===== config.mk =====
export PLATFORM = sky130hd
export DESIGN_NAME = qrs_sqrt
export DESIGN_NICKNAME = d
export VERILOG_FILES = /design/src/design/qrs_pkg.sv /design/src/design/qrs_sqrt.sv
export SDC_FILE = /design/constraint.sdc
export NUM_CORES = 2
export LEC_CHECK = 0
export BUFFER_PORTS_ARGS = -buffer_cell sky130_fd_sc_hd__clkbuf_2
export CAP_MARGIN = 15
export CORE_UTILIZATION = 38
export CTS_BUF_LIST = sky130_fd_sc_hd__clkbuf_4
export DETAILED_ROUTE_END_ITERATION = 10
export PLACE_DENSITY_LB_ADDON = 0.1
export SYNTH_ARGS = -nofsm -noshare
export SYNTH_HDL_FRONTEND = slang
export SYNTH_MEMORY_MAX_BITS = 65536
export SYNTH_SLANG_ARGS = --single-unit

===== constraint.sdc =====
create_clock -name clock -period 8.1 [get_ports clock]
set_input_delay 0.81 -clock clock [delete_from_list [all_inputs] [get_ports clock]]
set_output_delay 0.81 -clock clock [all_outputs]
set_load 0.02 [all_outputs]

===== src/design/qrs_pkg.sv =====
// ----------------------------------------------------------------------------
// qrs_pkg
// Shared widths, types and helpers of the quadratic root solver.
// ----------------------------------------------------------------------------
package qrs_pkg;

   localparam int COEF_WIDTH = 32;                       // Q16.16 coefficient
   localparam int FRAC_BITS  = 16;
   localparam int ROOT_BITS  = 48;                       // Q32.16 root
   localparam int TOL_W      = 16;
   localparam int PROD_W     = 2 * COEF_WIDTH;           // b*b, a*c
   localparam int DISC_W     = PROD_W + 2;               // |b*b - 4ac| magnitude
   localparam int SQRT_W     = DISC_W / 2;               // floor(sqrt(D))
   localparam int SREM_W     = SQRT_W + 3;               // sqrt partial remainder
   localparam int DEN_W      = COEF_WIDTH + 1;           // |2a| or |b|
   localparam int NUM_W      = COEF_WIDTH + 2 + FRAC_BITS; // |(-b -/+ s) << frac|
   localparam int CNT_W      = 2;

   localparam logic [CNT_W-1:0] CNT_NONE = 2'd0;
   localparam logic [CNT_W-1:0] CNT_ONE  = 2'd1;
   localparam logic [CNT_W-1:0] CNT_TWO  = 2'd2;

   typedef logic signed [COEF_WIDTH-1:0] coef_type;
   typedef logic signed [ROOT_BITS-1:0]  root_type;

   // sideband carried alongside the square root pipeline
   typedef struct packed {
      logic [CNT_W-1:0] count;
      coef_type         coef_b;
      coef_type         coef_c;
      logic [DEN_W-1:0] den_mag;
      logic             den_neg;
   } sq_side_type;

   // sideband of the first divider
   typedef struct packed {
      logic [CNT_W-1:0] count;
      logic             neg;
   } dv_side_type;

   function automatic logic [COEF_WIDTH:0] coef_mag(coef_type v);
      logic [COEF_WIDTH:0] e;
      e = {v[COEF_WIDTH-1], v};
      return v[COEF_WIDTH-1] ? (~e + 1'b1) : e;
   endfunction

   // signed magnitude quotient -> saturated root, with overflow flag
   function automatic logic [ROOT_BITS:0] sat_root(logic [NUM_W-1:0] q, logic neg);
      logic [NUM_W-1:0]     lim;
      logic [ROOT_BITS-1:0] r;
      logic                 ovf;
      lim = NUM_W'(1) << (ROOT_BITS - 1);
      if (neg) begin
         ovf = q > lim;
         r   = ovf ? {1'b1, {(ROOT_BITS-1){1'b0}}} : ROOT_BITS'(~q + 1'b1);
      end else begin
         ovf = q >= lim;
         r   = ovf ? {1'b0, {(ROOT_BITS-1){1'b1}}} : q[ROOT_BITS-1:0];
      end
      return {ovf, r};
   endfunction

endpackage


===== src/design/qrs_sqrt.sv =====
// ----------------------------------------------------------------------------
// qrs_sqrt
// Pipelined integer square root, one result bit per stage.
// ----------------------------------------------------------------------------
module qrs_sqrt #(
   parameter int SIDE_W = 1
) (
   input  logic                       clock,
   input  logic                       reset,
   input  logic                       en,
   input  logic                       in_valid,
   input  logic [qrs_pkg::DISC_W-1:0] in_rad,
   input  logic [SIDE_W-1:0]          in_side,
   output logic                       out_valid,
   output logic [qrs_pkg::SQRT_W-1:0] out_root,
   output logic [SIDE_W-1:0]          out_side
);
   import qrs_pkg::*;

   logic              v_src    [SQRT_W];
   logic [DISC_W-1:0] rad_src  [SQRT_W];
   logic [SREM_W-1:0] rem_src  [SQRT_W];
   logic [SQRT_W-1:0] root_src [SQRT_W];
   logic [SIDE_W-1:0] side_src [SQRT_W];

   logic              v_ff     [SQRT_W];
   logic [DISC_W-1:0] rad_ff   [SQRT_W];
   logic [SREM_W-1:0] rem_ff   [SQRT_W];
   logic [SQRT_W-1:0] root_ff  [SQRT_W];
   logic [SIDE_W-1:0] side_ff  [SQRT_W];

   logic [SREM_W-1:0] rem_in   [SQRT_W];
   logic [SQRT_W-1:0] root_in  [SQRT_W];

   for (genvar i = 0; i < SQRT_W; i++) begin : g_stage
      logic [SREM_W-1:0] cur, trial;
      logic              ge;

      if (i == 0) begin : g_first
         assign v_src[i]    = in_valid;
         assign rad_src[i]  = in_rad;
         assign rem_src[i]  = '0;
         assign root_src[i] = '0;
         assign side_src[i] = in_side;
      end else begin : g_next
         assign v_src[i]    = v_ff[i-1];
         assign rad_src[i]  = rad_ff[i-1];
         assign rem_src[i]  = rem_ff[i-1];
         assign root_src[i] = root_ff[i-1];
         assign side_src[i] = side_ff[i-1];
      end

      // bring down the next bit pair, try (root << 2) | 1
      assign cur        = {rem_src[i][SREM_W-3:0], rad_src[i][DISC_W-1 -: 2]};
      assign trial      = {1'b0, root_src[i], 2'b01};
      assign ge         = cur >= trial;
      assign rem_in[i]  = ge ? cur - trial : cur;
      assign root_in[i] = {root_src[i][SQRT_W-2:0], ge};

      always_ff @(posedge clock) begin
         if (reset) begin
            v_ff[i] <= 1'b0;
         end else if (en) begin
            v_ff[i] <= v_src[i];
         end
      end

      always_ff @(posedge clock) begin
         if (en) begin
            rad_ff[i]  <= {rad_src[i][DISC_W-3:0], 2'b00};
            rem_ff[i]  <= rem_in[i];
            root_ff[i] <= root_in[i];
            side_ff[i] <= side_src[i];
         end
      end
   end

   assign out_valid = v_ff[SQRT_W-1];
   assign out_root  = root_ff[SQRT_W-1];
   assign out_side  = side_ff[SQRT_W-1];

endmodule


==> summary.txt <==
Clock network
  – CTS tree: done
  – TritonCTS buffer count: 739
  – Clock sinks: 2720
  – Clock Tree Root: clkbuf_4
  – H-tree depth: 6
  – Clk buf depth: 4
  – CTS resizes: 0
  – Worst skew pair latency: approximately 1.6 ns
  – Clock slew at reported path FFs: 0.06 ns

Timing
  – Final worst slack: 3.69 ns
  – Rel. slew slack: 0.219
  – Worst Clk Skew: between 0.15 and 0.2 ns
  – Minimum clock period after layout: between 4 and 5 ns
  – Fin crit share: 0.544
  – Slew Limit Fails: 0
  – Fin. Hold Viols: 0
  – TNS Setup: 0 ns
  – Slew @ Worst Pin: 1.16 ns
  – Final setup vio count: 0
  – Unrepaired setup endpoints after global routing: no
  – Fmax: approximately 0.23 GHz

Final layout
  – Post-Layout Inst Area: about 140000 µm²
  – Nets: ~11000
  – Layout cells sized above 1: 0.134
  – Synth-to-Final Area Change: 13.3%

Global routing
  – Vias in the first global route: 78171
  – Initial antenna violation count: 10
  – Gr usage total: 0.165
  – Grt ovf: 0
  – Largest net degree at the start of global routing: roughly 170
  – First-pass GRT wire length: around 430000 µm

Yosys
  – Synth warn: 0
  – Mapped Area: ~130000 µm²
  – Mean post-synth cell area: 13.0 µm²
  – Ys flop type: edfxtp_1
  – Distinct cells, synth: 84
  – Async SR Flop Fraction: 0
  – Top-area cell type share of the netlist area: 0.651
  – Register area share after synthesis: 0.651
  – Cell taking the most area after synthesis: edfxtp_1
  – FF+latch count, synth: around 2700
  – Top post-synthesis cells by area: edfxtp_1, ha_1, xor2_1, xnor2_1, inv_1
  – Syn Nets: about 10000
  – Post-synth EDFFs: roughly 2700
  – Syn Inst Count: between 9000 and 10000

Power
  – Pwr/cell area: 276 nW/µm²
  – Tot Pwr: about 39 mW
  – Max IR drop VDD: around 0.15 mV
  – Pleak: 54.8 nW

Routing
  – Iter 0 DRT Violations: around 4700
  – Via density: about 5
  – Routed length per instance: between 15 and 20 µm
  – Detail Route Antenna Nets: 0
  – DRC: 0
  – Drt pass-1 iters: 6
  – Via count: a little under 80000
  – Drt total wl: roughly 280000 µm

Floorplan
  – Initial Util: 0.383
  – Row cnt: 210
  – I/O pin count: 106
  – Die ar.: 333000 µm²
  – Die width: about 580 µm
  – Core box area: 328000 µm²
  – Die H: roughly 580 µm

Flow run
  – Max Cap Viol: 0

Place
  – Placed inst area: about 130000 µm²
  – Port buffer count: about 110
  – Place WS: between 3 and 4 ns
  – RePlAce Congestion: between 0.8 and 0.9
  – Detailed placement HPWL: between 150000 and 200000 µm

Critical path
  – Crit path capture type: flop
  – Startpoint Class: flop
  – Worst Path Required: 9.32 ns
  – CP Max Fanout: 17
  – Crit path arrival time: 5.63 ns
  – CP Class: reg2reg

Run status
  – Outcome: complete, no violations

Worst hold path
  – Worst Hold Class: in2reg
-- cells by family (layout without fill, tap and decap cells) --
logic type                 count (synthesis)  count (layout)  synth area share
DFF                                     2720            2720             0.651
other                                      1               7         0.0000299
buffers and inverters                    951            2338            0.0285
muxes                                     67              67           0.00593
xor gates and xnor gates                 879             879            0.0614
and+or+nand+nor                         2483            2483            0.0984
adders and majority gates                596             596            0.0594
AOI/OAI and AO/OA                       1939            1939            0.0954
-- worst max-delay path: stages (launching register included) --
cell	delay [ns]
edfxtp_1	0.43
or4_4	0.57
or4_1	0.48
or4_1	0.58
nor4_2	0.33
nand2b_1	0.17
nor4_4	0.83
nor3b_2	0.19
nand2_2	0.27
nor4_1	0.10
xor2_1	0.16
-- path summary, 6_finish.rpt --
kind	startpoint	endpoint	slack, ns	cells past startpoint
hold reg to reg	rad_ff[0][1786]$_DFFE_PP_	rad_ff[0][1852]$_DFFE_PP_	0.37	0
hold / removal	en	rad_ff[0][101]$_DFFE_PP_	0.35	2
setup reg to reg	rem_ff[0][154]$_DFFE_PP_	rem_ff[0][205]$_DFFE_PP_	3.69	10
setup / recovery	rem_ff[0][154]$_DFFE_PP_	rem_ff[0][205]$_DFFE_PP_	3.69	10
-- power breakdown --
| group | switching (mW) | leakage, nW | internal, mW | total [mW] |
|---|---|---|---|---|
| Sequential | 1.21 | 26.2 | 17.8 | 19.0 |
| Clock | 5.77 | 5.45 | 6.25 | 12.0 |
| Combinational | 4.81 | 23.1 | 3.43 | 8.24 |
| Total | 11.8 | 54.8 | 27.5 | 39.3 |
-- metal layers --
metal | share of wire | global-route usage | vias to the layer above
met1 | 0.44 | 0.207 | 37035
met4 | 0.031 | 0.0637 | 26
met2 | 0.49 | 0.284 | 1723
met5 | 0.00065 | 0 | -
li1 | - | - | 37824
met3 | 0.041 | 0.0281 | 606
-- sequential cells by signal, indices dropped and copies added, names as in the netlist --
| signal | count |
|---|---|
| rem_ff | 1037 |
| side_ff | 33 |
| v_ff | 33 |
| rad_ff | 1056 |
| root_ff | 561 |
-- layout by cell type, fill, tap and decap left out, types with 25 or more instances in the layout --
master,netlist,final
edfxtp_1,2720,2720
clkbuf_4,0,1055
inv_1,749,749
nand2_1,699,699
ha_1,596,596
o21ai_0,543,543
a21oi_1,546,542
nor2_1,507,506
xor2_1,447,447
xnor2_1,432,432
a21o_1,290,290
nor3_1,248,247
clkinv_1,0,145
dlygate4sd3_1,0,140
nor4_1,136,136
nand3_1,134,134
or3_1,124,124
o21a_1,120,119
nand2b_1,114,114
clkbuf_2,0,104
nand4_1,89,89
nor2b_1,89,89
and2_1,62,62
or2_2,62,62
o31ai_1,62,61
or4_1,61,61
mux2_2,59,59
a31oi_1,59,57
and3_1,55,55
o21bai_1,49,49
buf_4,1,47
a211oi_1,49,44
a21boi_0,27,27
o211ai_1,26,26
nand3b_1,25,25
clkinv_2,0,25
-- Yosys cell counts (all sizes together) (10+ instances only) --
library cell and instances:
edfxtp 2720, inv 750, nand2 701, ha 596, a21oi 546, o21ai 546, nor2 507, xor2 447
xnor2 432, a21o 290, nor3 248, clkbuf 188, nor4 138, nand3 134, or3 124, o21a 120
nand2b 114, nand4 89, nor2b 89, and2 62, o31ai 62, or2 62, or4 62, a31oi 59
mux2 59, and3 55, a211oi 49, o21bai 49, a21boi 27, o211ai 26, nand3b 25, nor3b 20
and4 18, o41ai 16, a211o 15, a221oi 15, buf 13, o2111ai 13, a2111oi 11, nor4b 11
o22ai 11, a31o 10
-- area by class of cell --
type	instances	area (µm²)
Sequential cell	2720	81700
Inverter	750	2820
Multi-Input combinational cell	5965	40400
Clock buffer	1055	7920
Fill cell	30492	186000
Clock inverter	226	1290
Antenna cell	6	15.0
Timing Repair Buffer	307	2600
Tap cell	4346	5440
-- repair_timing --
action                    4_1_cts  5_1_grt
hold endpoints to repair      407        0
hold buffers                  140        0
buffers inserted                0        0
-- per-stage QoR --
stage	instances	utilization	hold WS, ns
floorplan	9636	-	0.400
global placement	13947	0.401	0.400
detailed placement	13947	0.401	0.405
CTS	15368	0.433	0.152
global route	15371	0.434	0.286
finish	15375	0.434	0.348
(Power assumes the default switching activity.)
